<file path="src/cbcr_pkg.sv">
package cbcr_pkg;

	// Fixed-point format of positions, velocities and the half side.
	localparam int FRAC_BITS = 16;
	localparam int WORD_W    = 32;
	localparam int RAD_IN_W  = 12;
	localparam int HALF_W    = 31;

	// Restitution is unsigned Q0.16; one extra bit holds 1.0 itself.
	localparam int REST_W = 17;
	localparam logic [REST_W-1:0] REST_ONE   = REST_W'(1 << 16);
	localparam logic [REST_W-1:0] REST_RESET = REST_W'(39322);

	// Radius in fixed point, its square, and the normal's magnitude width.
	localparam int RF_W  = RAD_IN_W + FRAC_BITS;
	localparam int D2_W  = 2 * RF_W;
	localparam int Q_W   = FRAC_BITS + 1;
	localparam int REM_W = RF_W + FRAC_BITS;

	// Width used for sums ahead of saturation.
	localparam int SAT_W = 40;

	typedef logic signed [WORD_W-1:0] word_t;

	// Everything about one pair that rides along with the arithmetic.
	typedef struct packed {
		word_t               cx;
		word_t               cy;
		word_t               cvx;
		word_t               cvy;
		word_t               bx;
		word_t               by;
		word_t               bvx;
		word_t               bvy;
		logic [RAD_IN_W-1:0] rad;
		logic [RF_W-1:0]     adx;
		logic [RF_W-1:0]     ady;
		logic                sdx;
		logic                sdy;
		logic                hit;
	} body_t;

	// Clamp a wide signed sum into the signed word range.
	function automatic word_t sat_word(input logic signed [SAT_W-1:0] v);
		logic signed [SAT_W-1:0] hi_lim;
		logic signed [SAT_W-1:0] lo_lim;
		hi_lim = {{(SAT_W-WORD_W+1){1'b0}}, {(WORD_W-1){1'b1}}};
		lo_lim = ~hi_lim;
		if (v > hi_lim) begin
			return hi_lim[WORD_W-1:0];
		end else if (v < lo_lim) begin
			return lo_lim[WORD_W-1:0];
		end
		return v[WORD_W-1:0];
	endfunction

endpackage

</file>
<file path="src/cbcr_sqrt.sv">
// Pipelined integer square root, one result bit per stage.
module cbcr_sqrt #(
	parameter type side_t = logic
) (
	input  logic                    clk,
	input  logic                    arst_n,
	input  logic                    in_valid,
	output logic                    in_ready,
	input  logic [cbcr_pkg::D2_W-1:0] rad,
	input  side_t                   in_side,
	output logic                    out_valid,
	input  logic                    out_ready,
	output logic [cbcr_pkg::RF_W-1:0] root,
	output side_t                   out_side
);
	import cbcr_pkg::*;

	localparam int N = RF_W;

	logic [N:0]       en;
	logic             vld_s  [N];
	logic [D2_W-1:0]  num_s  [N];
	logic [D2_W-1:0]  res_s  [N];
	side_t            side_s [N];

	assign en[N]     = out_ready;
	assign in_ready  = en[0];
	assign out_valid = vld_s[N-1];
	assign root      = res_s[N-1][RF_W-1:0];
	assign out_side  = side_s[N-1];

	for (genvar k = 0; k < N; k++) begin : g_step
		localparam logic [D2_W:0] BIT = (D2_W+1)'(1) << (2 * (N - 1 - k));

		logic            v_i;
		logic [D2_W-1:0] num_i;
		logic [D2_W-1:0] res_i;
		side_t           side_i;
		logic [D2_W:0]   trial;
		logic            take;

		if (k == 0) begin : g_first
			assign v_i    = in_valid;
			assign num_i  = rad;
			assign res_i  = '0;
			assign side_i = in_side;
		end else begin : g_next
			assign v_i    = vld_s[k-1];
			assign num_i  = num_s[k-1];
			assign res_i  = res_s[k-1];
			assign side_i = side_s[k-1];
		end

		assign trial = {1'b0, res_i} + BIT;
		assign take  = {1'b0, num_i} >= trial;
		assign en[k] = !vld_s[k] || en[k+1];

		always_ff @(posedge clk or negedge arst_n) begin
			if (!arst_n) begin
				vld_s[k] <= 1'b0;
			end else if (en[k]) begin
				vld_s[k] <= v_i;
			end
		end

		always_ff @(posedge clk) begin
			if (en[k]) begin
				num_s[k]  <= take ? D2_W'({1'b0, num_i} - trial) : num_i;
				res_s[k]  <= take ? D2_W'(({1'b0, res_i} >> 1) + BIT) : (res_i >> 1);
				side_s[k] <= side_i;
			end
		end
	end

endmodule

</file>
<file path="config.mk">
export PLATFORM = sky130hd
export DESIGN_NAME = cbcr_sqrt
export DESIGN_NICKNAME = d
export VERILOG_FILES = /design/src/cbcr_pkg.sv /design/src/cbcr_sqrt.sv
export SDC_FILE = /design/constraint.sdc
export NUM_CORES = 2
export LEC_CHECK = 0
export BUFFER_PORTS_ARGS = -buffer_cell sky130_fd_sc_hd__buf_2
export CORE_MARGIN = 5
export CORE_UTILIZATION = 60
export CTS_CLUSTER_DIAMETER = 80
export DETAILED_ROUTE_END_ITERATION = 12
export GPL_TIMING_DRIVEN = 0
export PLACE_DENSITY = 0.76
export SLEW_MARGIN = 20
export SYNTH_ARGS = -nofsm -noshare
export SYNTH_HDL_FRONTEND = slang
export SYNTH_SLANG_ARGS = --single-unit
</file>
<file path="constraint.sdc">
create_clock -name clk -period 12.45 [get_ports clk]
set_input_delay 1.245 -clock clk [delete_from_list [all_inputs] [get_ports clk]]
set_output_delay 1.245 -clock clk [all_outputs]
set_load 0.1 [all_outputs]
</file>
# == Yosys cells after proc, flatten, opt, wreduce, memory -nomap -nowiden ==
# Memories as Yosys holds them, arrays and structs flattened.
# Cells that the tools add are included.
# word_totals
ramBits,3164
reg_bits,28
memories,3
output_inout_bits,31
in_bits,61
# classes
mux,112
n_addsub,82
n_reduce_logical,56
order_cmp,28
# memory_table
name,depth,width,read_ports,rd_clocked_by_memory_dff,write_ports,line,text
num_s,28,56,27,0,28,cbcr_sqrt.sv:22,logic [D2_W-1:0] num_s [N];
res_s,28,56,28,0,28,cbcr_sqrt.sv:23,logic [D2_W-1:0] res_s [N];
side_s,28,1,28,0,28,cbcr_sqrt.sv:24,side_t side_s [N];
# ops
operator,n
56-bit 2-to-1 mux,55
56-bit by 57-bit greater-or-equal comparator with 1-bit output,27
56-bit subtractor,27
56-bit by 1-bit adder with 57-bit output (second input constant),1
56-bit by 11-bit adder with 57-bit output (second input constant),1
56-bit by 13-bit adder with 57-bit output (second input constant),1
56-bit by 15-bit adder with 57-bit output (second input constant),1
56-bit by 17-bit adder with 57-bit output (second input constant),1
56-bit by 19-bit adder with 57-bit output (second input constant),1
56-bit by 21-bit adder with 57-bit output (second input constant),1
56-bit by 23-bit adder with 57-bit output (second input constant),1
56-bit by 25-bit adder with 57-bit output (second input constant),1
56-bit by 27-bit adder with 57-bit output (second input constant),1
56-bit by 29-bit adder with 57-bit output (second input constant),1
56-bit by 3-bit adder with 57-bit output (second input constant),1
56-bit by 31-bit adder with 57-bit output (second input constant),1
56-bit by 33-bit adder with 57-bit output (second input constant),1
56-bit by 35-bit adder with 57-bit output (second input constant),1
56-bit by 37-bit adder with 57-bit output (second input constant),1
56-bit by 39-bit adder with 57-bit output (second input constant),1
56-bit by 41-bit adder with 57-bit output (second input constant),1
56-bit by 43-bit adder with 57-bit output (second input constant),1
56-bit by 45-bit adder with 57-bit output (second input constant),1
56-bit by 47-bit adder with 57-bit output (second input constant),1
39 further kinds,148

# == Longest topological paths before layout ==
# logic_depth
word_depth,31
depth_mapped,13

# == Least setup slack after synthesis ==
# No wires, ideal clock.
# synth_path
path_type,input to register
start,input out_ready
end,memory num_s[0][0] in the netlist's numbering (enable)
t_arrival_ns,9.754
slack_ns,1.422
cell_stages,10
path_buffers,0
setup_time_ns,1.274
path_cell_list,and3b_1 inv_1 nor2_1 inv_1 nor4_1 and3_1 and2_1 nand3_1 nor2_1 nand4_1
# synth_rtl
item,line,text
from (decl),cbcr_sqrt.sv:12,"input logic out_ready,"
to (decl),cbcr_sqrt.sv:22,

# == Worst setup path after layout ==
# layout_path
start,input out_ready
end,output in_ready
# layout_via
elab_chain_len,28
# layout_rtl
item,line,text
1-bit logical OR (2 in a row),cbcr_sqrt.sv:56,assign en[k] = !vld_s[k] || en[k+1];
named net en[26],cbcr_sqrt.sv:20,logic [N:0] en;
1-bit logical OR (3 in a row),cbcr_sqrt.sv:56,
named net en[23],cbcr_sqrt.sv:20,
1-bit logical OR (18 in a row),cbcr_sqrt.sv:56,
named net en[5],cbcr_sqrt.sv:20,
1-bit logical OR (5 in a row),cbcr_sqrt.sv:56,
to (decl),cbcr_sqrt.sv:8,"output logic in_ready,"
# The timed path passes the listed nets, and every way through them passes these cells.

==> out/metrics.yaml <==
nFillCells: 10806
fp.dieH_um: 404
num_rows: 144
powerDensity_mw_per_mm2: 214
die_width_um: 404
avgSynthCellArea_um2: 12.8
syn-cell-area_mm2: 0.0931
slowest_delay_ns: 0.73
cts-root-buf: "clkbuf_16"
place_area_mm2: 0.0971
post_drt_wl_per_cell_um: 21.1
vias: 59403
worst-r2r-setup-slack_ns: 6.68
critPathKind: "input pin to output port"
wl_met3_um: 13100
grt_usage_pct: 25.0
ys_async_sr_fraction_pct: 1.42
coreArea_mm2: 0.154
p_total_w: 0.0222
post_cts_resized: 0
nets: 8096
rsz0062_at_grt: "no"
cp.required_ns: 11.20
cap_violations: 0
m1WireLength_um: 87600
syn-num-nets: 7771
synth-seq-cells: 1974
worst_pin_slew_ns: 1.12
areaGrowthSynthToFinish_pct: 11.2
ctsLongestPathBuffers: 3
cts_made_buffers: 193
pre_cts_slack_ns: 4.06
crit_slowest_cell: "nor4_2"
endpoint_kind: "output port"
postCtsSetupRepairBufs: 0
finalCritPeriodShare_pct: 64.9
synth-edff-count: 1946
numClockSinks: 1974
drtAntennaViolNets: 0
grt_pass1_wl_um: 323000
top_layer: "met5"
crit_arrival_ns: 6.83
htree_levels: 4
drt-initial-drc-count: 5623
final_cell_area_mm2: 0.104
grt_start_max_net_pins: 68
overflow: 0
initial_core_util_pct: 60.4
finalHoldViolations: 0
skew_ns: 0.0778
ys_seq_area_share_pct: 63.5
gp_congestion: 0.926
status: "completed"
relSlewSlack_pct: 25.0
synth-warning-count: 0
max_freq_mhz: 124
grt_pass1_vias: 57314
fin_cells: 9811
synth_ff_type: "edfxtp_1"
holdBufCountCts: 0
clk_latency_ns: 0.86
synthCells: 7278
crit_top_cell: "buf_6"
drc: 0
ys_types: 91
leakage_nw: 41.7
fin_crit_ns: 8.08
path_max_fanout: 24
wirelength_um: 207000
cts_tree: "yes"
io_buffers: 91
first_pass_iters: 7
setup.worst_path.start_class: "input pin"
slew_violations: 0
drive_gt1_share_pct: 7.92
io_pins: 92
setup_ws_ns: 4.37
antenna_found_initial: 4
viasPerCell: 6.05
finalSetupViolCount: 0
dp_cells: 9452
wl_met2_um: 102000
clkTransAtPathRegs_ns: 0.07
vdd_drop_max_v: 0.000166
hold_class: "input pin to asynchronous set/reset pin"
dp_hpwl_um: 153000
path_cells: "buf_2, and3b_1, inv_4, nor2_1, inv_4, nor4_2, and3_1, and2_1, nand3_4, nor2_1, nand4_1, buf_6, buf_6, buf_6, buf_6, buf_2"
dieArea_mm2: 0.163
==> cell usage in the layout (no fill, tap or decap), types with 30 or more instances in the layout <==
cell,Yosys,layout
ha_1,432,432
buf_2,14,105
o31ai_1,34,34
inv_1,539,531
o211ai_1,30,30
a21oi_1,463,463
clkinv_1,0,35
nand2_1,434,426
clkbuf_1,83,128
or2_2,39,38
xnor2_1,332,332
mux2_2,75,75
and2_1,31,31
and3_1,39,39
nand3_1,120,114
clkinv_2,1,34
nor4_1,255,252
xor2_1,303,303
nor2_1,495,495
o21ai_0,285,285
or3_1,96,96
nor4b_1,33,33
or4_1,41,41
edfxtp_1,1946,1946
a211oi_1,39,39
a21o_1,164,164
nor2b_1,50,50
nand4_1,127,127
nand2b_1,94,93
a31oi_1,30,30
o21a_1,88,88
clkbuf_16,0,193
nor3_1,209,208
==> sequential cells by signal, indices dropped and copies added (netlist names) <==
signal,cells
res_s,406
side_s,28
g_step.v_i,27
out_valid,1
num_s,1512
==> worst max-delay path, delay by kind of cell <==
family	cells	cell delay, ns
buffers and inverters	8	1.72
and+or+nand+nor	8	3.85
==> layout make-up <==
type	instances	area (µm²)	area share, %
inverters	541	2050	1.98
clock inverters	116	1410	1.36
flip-flops and latches	1974	59100	57.1
well taps	2044	2560	2.47
clock buffers	242	5050	4.88
multi-input cells	4648	31600	30.6
repair buffers	130	1240	1.19
plain buffers	115	473	0.457
diodes	1	2.50	0.00242
==> synth_stat cells (15+ instances only) <==
| cell | n | area share [%] |
|---|---|---|
| nand3_1 | 120 | 0.64 |
| and2_1 | 31 | 0.21 |
| o31ai_1 | 34 | 0.27 |
| nor2b_1 | 50 | 0.34 |
| a2111oi_0 | 15 | 0.14 |
| clkbuf_1 | 83 | 0.33 |
| or4_1 | 41 | 0.33 |
| mux2_2 | 75 | 0.91 |
| nor2_1 | 495 | 2.0 |
| xor2_1 | 303 | 2.8 |
| nor4b_1 | 33 | 0.31 |
| and3_1 | 39 | 0.26 |
| a31oi_1 | 30 | 0.20 |
| nand2_1 | 434 | 1.7 |
| nor4_1 | 255 | 1.7 |
| o21a_1 | 88 | 0.71 |
| nand4b_1 | 23 | 0.22 |
| xnor2_1 | 332 | 3.1 |
| or2_2 | 39 | 0.26 |
| inv_1 | 539 | 2.2 |
| edfxtp_1 | 1946 | 63 |
| o21ai_0 | 285 | 1.5 |
| o211ai_1 | 30 | 0.24 |
| and4_1 | 15 | 0.14 |
| nand3b_1 | 21 | 0.17 |
| a21oi_1 | 463 | 2.5 |
| a21o_1 | 164 | 1.3 |
| o21bai_1 | 25 | 0.20 |
| dfrtp_1 | 28 | 0.75 |
| nand4_1 | 127 | 0.85 |
| or3_1 | 96 | 0.64 |
| ha_1 | 432 | 5.8 |
| nor3_1 | 209 | 1.1 |
| nand2b_1 | 94 | 0.63 |
| a211oi_1 | 39 | 0.31 |
==> cell families (layout without fill, tap and decap cells) <==
family          count (synthesis)  in the layout  synth area share (%)
compound gates               1312           1312                  8.75
xor+xnor                      635            635                  5.97
fa+ha+maj                     432            432                  5.80
buf+inv                       656           1144                  2.69
flops                        1974           1974                  63.5
mux                            90             90                  1.10
other cells                     0              1                     0
simple gates                 2179           2179                  12.2
==> per-stage QoR <==
stage,hold slack [ns],utilization [%],setup TNS [ns]
after floorplan,0.400,-,0
after global placement,0.402,62.3,-47.21
after detailed placement,0.405,62.9,0
after CTS,0.388,67.1,0
after global routing,0.411,67.1,0
final,0.406,67.1,0
==> where the power goes <==
part	internal [W]	total (W)	switching (W)
logic	0.00239	0.00560	0.00321
clock network	0.00331	0.00588	0.00256
registers	0.00941	0.0107	0.00129
==> final timing paths <==
kind | from | end | cells after the start
max reg2reg | out_valid | num_s[0][42] | 14
min | arst_n | out_valid | 1
max in group asynchronous | arst_n | g_step[20].v_i | 1
min reg2reg | side_s[0][13] | side_s[0][14] | 0
min in group clk | side_s[0][13] | side_s[0][14] | 0
max | out_ready | in_ready | 16
==> layer usage <==
metal / GRT usage, % / up-vias
met3: 3.77 / 331
li1: - / 27985
met2: 42.4 / 1981
met1: 34.7 / 29104
met4: 5.88 / 2
met5: 0 / -
(Power assumes the default switching activity.)
