**config.mk**
```make
export PLATFORM = sky130hd
export DESIGN_NAME = cbcr_div
export DESIGN_NICKNAME = d
export VERILOG_FILES = /design/src/cbcr_pkg.sv /design/src/cbcr_div.sv
export SDC_FILE = /design/constraint.sdc
export NUM_CORES = 2
export LEC_CHECK = 0
export ABC_CLOCK_PERIOD_IN_PS = 19830
export CORE_MARGIN = 3
export CORE_UTILIZATION = 59
export DETAILED_ROUTE_END_ITERATION = 8
export DONT_BUFFER_PORTS = 1
export PLACE_DENSITY = 0.78
export SETUP_SLACK_MARGIN = 0.1
export SLEW_MARGIN = 20
export SYNTH_ARGS = -nofsm -noshare
export SYNTH_HDL_FRONTEND = slang
export SYNTH_SLANG_ARGS = --single-unit
```
**constraint.sdc**
```tcl
create_clock -name clk -period 19.83 [get_ports clk]
set_input_delay 1.983 -clock clk [delete_from_list [all_inputs] [get_ports clk]]
set_output_delay 1.983 -clock clk [all_outputs]
set_load 0.02 [all_outputs]
```
**src/cbcr_pkg.sv**
```systemverilog
package cbcr_pkg;

	// Fixed-point format of positions, velocities and the half side.
	localparam int FRAC_BITS = 16;
	localparam int WORD_W    = 32;
	localparam int RAD_IN_W  = 12;
	localparam int HALF_W    = 31;

	// Restitution is unsigned Q0.16; one extra bit holds 1.0 itself.
	localparam int REST_W = 17;
	localparam logic [REST_W-1:0] REST_ONE   = REST_W'(1 << 16);
	localparam logic [REST_W-1:0] REST_RESET = REST_W'(39322);

	// Radius in fixed point, its square, and the normal's magnitude width.
	localparam int RF_W  = RAD_IN_W + FRAC_BITS;
	localparam int D2_W  = 2 * RF_W;
	localparam int Q_W   = FRAC_BITS + 1;
	localparam int REM_W = RF_W + FRAC_BITS;

	// Width used for sums ahead of saturation.
	localparam int SAT_W = 40;

	typedef logic signed [WORD_W-1:0] word_t;

	// Everything about one pair that rides along with the arithmetic.
	typedef struct packed {
		word_t               cx;
		word_t               cy;
		word_t               cvx;
		word_t               cvy;
		word_t               bx;
		word_t               by;
		word_t               bvx;
		word_t               bvy;
		logic [RAD_IN_W-1:0] rad;
		logic [RF_W-1:0]     adx;
		logic [RF_W-1:0]     ady;
		logic                sdx;
		logic                sdy;
		logic                hit;
	} body_t;

	// Clamp a wide signed sum into the signed word range.
	function automatic word_t sat_word(input logic signed [SAT_W-1:0] v);
		logic signed [SAT_W-1:0] hi_lim;
		logic signed [SAT_W-1:0] lo_lim;
		hi_lim = {{(SAT_W-WORD_W+1){1'b0}}, {(WORD_W-1){1'b1}}};
		lo_lim = ~hi_lim;
		if (v > hi_lim) begin
			return hi_lim[WORD_W-1:0];
		end else if (v < lo_lim) begin
			return lo_lim[WORD_W-1:0];
		end
		return v[WORD_W-1:0];
	endfunction

endpackage

```
**src/cbcr_div.sv**
```systemverilog
// Two restoring dividers sharing one divisor, one quotient bit per stage.
module cbcr_div #(
	parameter type side_t = logic
) (
	input  logic                     clk,
	input  logic                     arst_n,
	input  logic                     in_valid,
	output logic                     in_ready,
	input  logic [cbcr_pkg::RF_W-1:0] num_x,
	input  logic [cbcr_pkg::RF_W-1:0] num_y,
	input  logic [cbcr_pkg::RF_W-1:0] den,
	input  side_t                    in_side,
	output logic                     out_valid,
	input  logic                     out_ready,
	output logic [cbcr_pkg::Q_W-1:0]  quo_x,
	output logic [cbcr_pkg::Q_W-1:0]  quo_y,
	output logic [cbcr_pkg::RF_W-1:0] out_den,
	output side_t                    out_side
);
	import cbcr_pkg::*;

	localparam int N = Q_W;

	logic [N:0]       en;
	logic             vld_s   [N];
	logic [REM_W-1:0] rem_x_s [N];
	logic [REM_W-1:0] rem_y_s [N];
	logic [Q_W-1:0]   q_x_s   [N];
	logic [Q_W-1:0]   q_y_s   [N];
	logic [RF_W-1:0]  den_s   [N];
	side_t            side_s  [N];

	assign en[N]     = out_ready;
	assign in_ready  = en[0];
	assign out_valid = vld_s[N-1];
	assign quo_x     = q_x_s[N-1];
	assign quo_y     = q_y_s[N-1];
	assign out_den   = den_s[N-1];
	assign out_side  = side_s[N-1];

	for (genvar k = 0; k < N; k++) begin : g_step
		logic             v_i;
		logic [REM_W-1:0] rx_i;
		logic [REM_W-1:0] ry_i;
		logic [Q_W-1:0]   qx_i;
		logic [Q_W-1:0]   qy_i;
		logic [RF_W-1:0]  d_i;
		side_t            side_i;
		logic [REM_W-1:0] trial;
		logic             take_x;
		logic             take_y;

		if (k == 0) begin : g_first
			assign v_i    = in_valid;
			assign rx_i   = {num_x, {FRAC_BITS{1'b0}}};
			assign ry_i   = {num_y, {FRAC_BITS{1'b0}}};
			assign qx_i   = '0;
			assign qy_i   = '0;
			assign d_i    = den;
			assign side_i = in_side;
		end else begin : g_next
			assign v_i    = vld_s[k-1];
			assign rx_i   = rem_x_s[k-1];
			assign ry_i   = rem_y_s[k-1];
			assign qx_i   = q_x_s[k-1];
			assign qy_i   = q_y_s[k-1];
			assign d_i    = den_s[k-1];
			assign side_i = side_s[k-1];
		end

		assign trial  = REM_W'(d_i) << (N - 1 - k);
		assign take_x = rx_i >= trial;
		assign take_y = ry_i >= trial;
		assign en[k]  = !vld_s[k] || en[k+1];

		always_ff @(posedge clk or negedge arst_n) begin
			if (!arst_n) begin
				vld_s[k] <= 1'b0;
			end else if (en[k]) begin
				vld_s[k] <= v_i;
			end
		end

		always_ff @(posedge clk) begin
			if (en[k]) begin
				rem_x_s[k] <= take_x ? (rx_i - trial) : rx_i;
				rem_y_s[k] <= take_y ? (ry_i - trial) : ry_i;
				q_x_s[k]   <= {qx_i[Q_W-2:0], take_x};
				q_y_s[k]   <= {qy_i[Q_W-2:0], take_y};
				den_s[k]   <= d_i;
				side_s[k]  <= side_i;
			end
		end
	end

endmodule

```
# Word-level counts from Yosys, hierarchy flattened
# Memories as Yosys holds them, arrays and structs flattened.
# Cells that the tools add are included.
[classes]
addsub = 34
magnitude_cmp = 34
mux = 68
n_reduce_logical = 34
[op_table]
columns = ["operator", "count"]
rows = [
  ["$mux W44", 34],
  ["$ge A44 B28 Y1", 2],
  ["$ge A44 B29 Y1", 2],
  ["$ge A44 B30 Y1", 2],
  ["$ge A44 B31 Y1", 2],
  ["$ge A44 B32 Y1", 2],
  ["$ge A44 B33 Y1", 2],
  ["$ge A44 B34 Y1", 2],
  ["$ge A44 B35 Y1", 2],
  ["$ge A44 B36 Y1", 2],
  ["$ge A44 B37 Y1", 2],
  ["$ge A44 B38 Y1", 2],
  ["$ge A44 B39 Y1", 2],
  ["$ge A44 B40 Y1", 2],
  ["$ge A44 B41 Y1", 2],
  ["$ge A44 B42 Y1", 2],
  ["$ge A44 B43 Y1", 2],
  ["$ge A44 B44 Y1", 2],
  ["$sub A44 B28 Y44", 2],
  ["$sub A44 B29 Y44", 2],
  ["$sub A44 B30 Y44", 2],
  ["$sub A44 B31 Y44", 2],
  ["$sub A44 B32 Y44", 2],
  ["$sub A44 B33 Y44", 2],
  ["other kinds (14)", 90],
]
[totals]
reg_bits = 17
ramBits = 2567
in_bits = 89
output_inout_bits = 65
word_cells = 193
n_memories = 6
[mem_list]
columns = ["memory", "words", "width", "read_ports", "rd_ports_with_merged_regs", "wr", "line", "text"]
rows = [
  ["rem_x_s", 17, 44, 16, 0, 17, "cbcr_div.sv:26", "logic [REM_W-1:0] rem_x_s [N];"],
  ["rem_y_s", 17, 44, 16, 0, 17, "cbcr_div.sv:27", "logic [REM_W-1:0] rem_y_s [N];"],
  ["den_s", 17, 28, 17, 0, 17, "cbcr_div.sv:30", "logic [RF_W-1:0] den_s [N];"],
  ["q_x_s", 17, 17, 17, 0, 17, "cbcr_div.sv:28", "logic [Q_W-1:0] q_x_s [N];"],
  ["q_y_s", 17, 17, 17, 0, 17, "cbcr_div.sv:29", "logic [Q_W-1:0] q_y_s [N];"],
  ["side_s", 17, 1, 17, 0, 17, "cbcr_div.sv:31", "side_t side_s [N];"],
]

# Longest topological paths before layout
[depth]
ltp_word = 20
mapped_depth = 17
ltp_nobuf = 15

# Least setup slack after synthesis
# No wires, ideal clock.
[synth_path]
kind = "input port to output port"
startpoint = "input out_ready"
endpoint = "output in_ready"
t_arrival_ps = 18567
required_time_ps = 17847
setup_slack_ps = -720
cell_stages = 11
path_cell_list = "nor2b_1 -> nand2_1 -> nor2_1 -> and2_1 -> nand4_1 -> nor2_1 -> nand3_1 -> nor2_1 -> nand3_1 -> nor2_1 -> nand2_1"
[synth_between]
elab_chain_cells = 17
[synth_rtl]
columns = ["element", "line", "text"]
rows = [
  ["from (decl)", "cbcr_div.sv:14", "input logic out_ready,"],
  ["$logic_or A1 B1 Y1 (2 in series)", "cbcr_div.sv:74", "assign en[k] = !vld_s[k] || en[k+1];"],
  ["named net en[15]", "cbcr_div.sv:24", "logic [N:0] en;"],
  ["$logic_or A1 B1 Y1 (7 in series)", "cbcr_div.sv:74", ""],
  ["named net en[8]", "cbcr_div.sv:24", ""],
  ["$logic_or A1 B1 Y1 (3 in series)", "cbcr_div.sv:74", ""],
  ["named net en[5]", "cbcr_div.sv:24", ""],
  ["$logic_or A1 B1 Y1 (3 in series)", "cbcr_div.sv:74", ""],
  ["named net en[2]", "cbcr_div.sv:24", ""],
  ["$logic_or A1 B1 Y1 (2 in series)", "cbcr_div.sv:74", ""],
  ["to (decl)", "cbcr_div.sv:8", "output logic in_ready,"],
]
# The timed path passes the listed nets, and every way through them passes these cells.

# Worst setup path in the final report
# Same ends and word-level chain as after synthesis.

==> impl_metrics.json <==
{
  "die_w_microns": 454,
  "dieArea_sq_um": 206000,
  "synth_fp_nets": 12303,
  "p_leak_uw": 0.0517,
  "via_count": 85808,
  "drive_gt1_frac": 0.0552,
  "rsz0062_at_grt": "no",
  "crit_start": "out_ready",
  "critical_path_arrival_ps": 7290,
  "cts-resized-gates": 0,
  "setup_tns_ps": 0,
  "clock_latency_ps": 880,
  "avgViaCountPerCell": 6.09,
  "worst_pin_slew_ps": 1200,
  "tritoncts": "done",
  "ir_drop_mv": 0.103,
  "drtIter0Drc": 7183,
  "min_period_over_period": 0.468,
  "maxSlewHeadroom": 0.194,
  "rows": 163,
  "drc_errors": 0,
  "critPathMaxStageDelay_ps": 670,
  "hold_depth": 0,
  "reg2reg_slack_ps": 12940,
  "critical_path_class": "input pin to primary output",
  "numCtsBuffers": 206,
  "timing.final.max_slew_violations": 0,
  "fmax_mhz": 108,
  "cp.required_ps": 17850,
  "synth-main-ff-cell": "edfxtp_1",
  "status": "finished, final reports clean",
  "die_h_microns": 454,
  "min_path_type": "flip-flop to flip-flop",
  "synth_cell_type_count": 103,
  "gr-total-overflow": 0,
  "worst_r2r_endpoint": "den_s[0][20]",
  "finClkSkew_ps": 72.3,
  "hold_start": "q_y_s[0][0]",
  "cts_root_buf": "clkbuf_16",
  "synth_top_area_share": 0.491,
  "antenna_found_initial": 8,
  "grt_pass1_wl_mm": 482,
  "grt_max_degree": 93,
  "post_synth_main_area_contributors": "edfxtp_1, ha_1, a21oi_1",
  "cts_buffer_depth": 3,
  "n_fill_cell": 15238,
  "gp_congestion": 1.01,
  "hold-worst-slack_ps": 364,
  "cap_violations": 0,
  "synth_edf_count": 1935,
  "core_sq_um": 198000,
  "clkTransAtPathRegs_ps": 60,
  "crit_chain": "nor2b_1, nand2_4, nor2_1, and2_1, nand4_1, buf_4, nor2_1, nand3_4, nor2_1, nand3_4, nor2_1, nand2_4",
  "htreeDepth": 4,
  "grt_pass1_vias": 85262,
  "critPathMaxFanout": 52,
  "cpMostUsedCell": "nor2_1",
  "ys_warn_count": 0,
  "start_util": 0.597,
  "cts.sinks": 1952,
  "dr.pass1.iters": 6,
  "reg2reg_depth": 14,
  "cts_setup_buffers": 0,
  "critPathLaunchType": "input pin",
  "power.density_nw_per_um2": 181,
  "area_growth_pct": 8.69,
  "final_nets": 12338,
  "ys_seq_elements": 1952,
  "port-buffer-count": 0,
  "ctsHoldBuffers": 0,
  "pin_count": 154,
  "dp_hpwl_mm": 251,
  "syn_inst": 11232,
  "wl_per_cell_microns": 22.4,
  "track_usage": 0.304,
  "synth.avg_cell_area_sq_um": 10.5,
  "reg2reg_from": "out_valid",
  "ys_seq_area_frac": 0.495,
  "routed_wl_mm": 316,
  "setup-violations-final": 0,
  "hold_viol": 0,
  "min_period_ps": 9270,
  "synth_area_sq_um": 118000,
  "synthArstFlopShare": 0.00871,
  "crit_path_end_kind": "primary output",
  "yosysTopAreaCell": "edfxtp_1",
  "slowest_stage": "nor2_1",
  "worst_hold_path.endpoint": "q_y_s[1][1]",
  "antenna_left": 0
}
==> where the power goes <==
part           switching [uW]  internal, uW
Combinational            6570          4580
Clock                    1690          2280
Sequential               1230          6940
Total                    9490         13800
==> registers in the layout (all words and copies together), names as in the netlist <==
signal and count:
den_s 476, g_step.v_i 16, out_valid 1, q_x_s 153
q_y_s 153, rem_x_s 568, rem_y_s 568, side_s 17
==> worst max-delay path, delay by kind of cell <==
kind	cells	cell delay, ps
simple gates	11	4880
buf+inv	1	350
==> per-layer routing <==
layer  GRT usage  vias to the layer above  part of all wire
li1            -                    41358                 -
met4       0.200                        4             0.077
met2       0.550                     2726              0.51
met5           0                        -          0.000092
met1       0.334                    40811              0.37
met3      0.0373                      909             0.046
==> worst max path at each step <==
| stage | to | slack (ps) | depth (start not counted) |
|---|---|---|---|
| final | in_ready | 10560 | 12 |
| after global routing | in_ready | 10030 | 12 |
| after CTS | in_ready | 10450 | 12 |
| after detailed placement | in_ready | 10600 | 12 |
| after global placement | in_ready | 10670 | 12 |
| after floorplan | in_ready | 550 | 11 |
==> placed cells by master, fill, tap and decap left out, types with 76 or more instances in the layout <==
master	Yosys	final
nand2_1	1050	1044
clkbuf_16	0	206
nand3_1	207	203
a31oi_1	82	82
mux2_2	114	114
a21o_1	443	443
o21a_1	126	125
nor3_1	190	189
nor2_1	758	756
o21bai_1	95	94
o21ai_0	935	932
nor4_1	94	90
a21oi_1	961	960
xor2_1	441	441
nand2b_1	187	186
nand4_1	132	132
ha_1	950	950
o31ai_1	77	76
nor2b_1	146	144
xnor2_1	514	514
inv_1	741	735
edfxtp_1	1935	1935
==> cells in the mapped netlist, drive strengths merged, types with 17 or more instances <==
cell / count
a2111oi: 26
a211o: 29
a211oi: 59
a21boi: 40
a21o: 443
a21oi: 963
a221o: 19
a31o: 17
a31oi: 84
and2: 45
and3: 62
and4: 17
buf: 38
clkbuf: 200
dfrtp: 17
edfxtp: 1935
fa: 32
ha: 950
inv: 744
mux2: 114
nand2: 1050
nand2b: 187
nand3: 207
nand3b: 17
nand4: 132
nor2: 759
nor2b: 147
nor3: 192
nor3b: 17
nor4: 95
o211ai: 35
o21a: 126
o21ai: 956
o21bai: 96
o31a: 19
o31ai: 77
o41ai: 21
or2: 36
or3: 67
or4: 29
xnor2: 514
xor2: 441
==> logic make-up after synthesis <==
logic type	Yosys count	synth area share
AO/OA/AOI/OAI	3140	0.162
AND/OR/NAND/NOR	3099	0.124
flip-flops	1952	0.495
buffers and inverters	983	0.0315
adder cells (fa/ha/maj)	982	0.106
XOR/XNOR	955	0.0707
multiplexers	121	0.0114
==> cell type report <==
| cell class | instances | area [sq um] | share of cell area |
|---|---|---|---|
| multi-input cells | 8297 | 56300 | 0.438 |
| inverters | 745 | 2810 | 0.0218 |
| flip-flops and latches | 1952 | 58500 | 0.455 |
| repair buffers | 65 | 504 | 0.00392 |
| clock inverters | 147 | 1770 | 0.0138 |
| well taps | 2640 | 3300 | 0.0257 |
| clock buffers | 242 | 5340 | 0.0415 |
| diodes | 7 | 17.5 | 0.000136 |
==> per-stage QoR <==
stage	instance area [sq um]	total power, uW	cells	setup WS [ps]	utilization
global route	129000	24800	14093	10030	0.649
CTS	129000	23200	14087	10450	0.648
floorplan	118000	15900	11232	554	-
detailed placement	121000	19100	13698	10600	0.613
finish	129000	23300	14095	10560	0.649
global placement	121000	18800	13698	10670	0.612
Note: power is estimated with default switching activity, not from simulation.
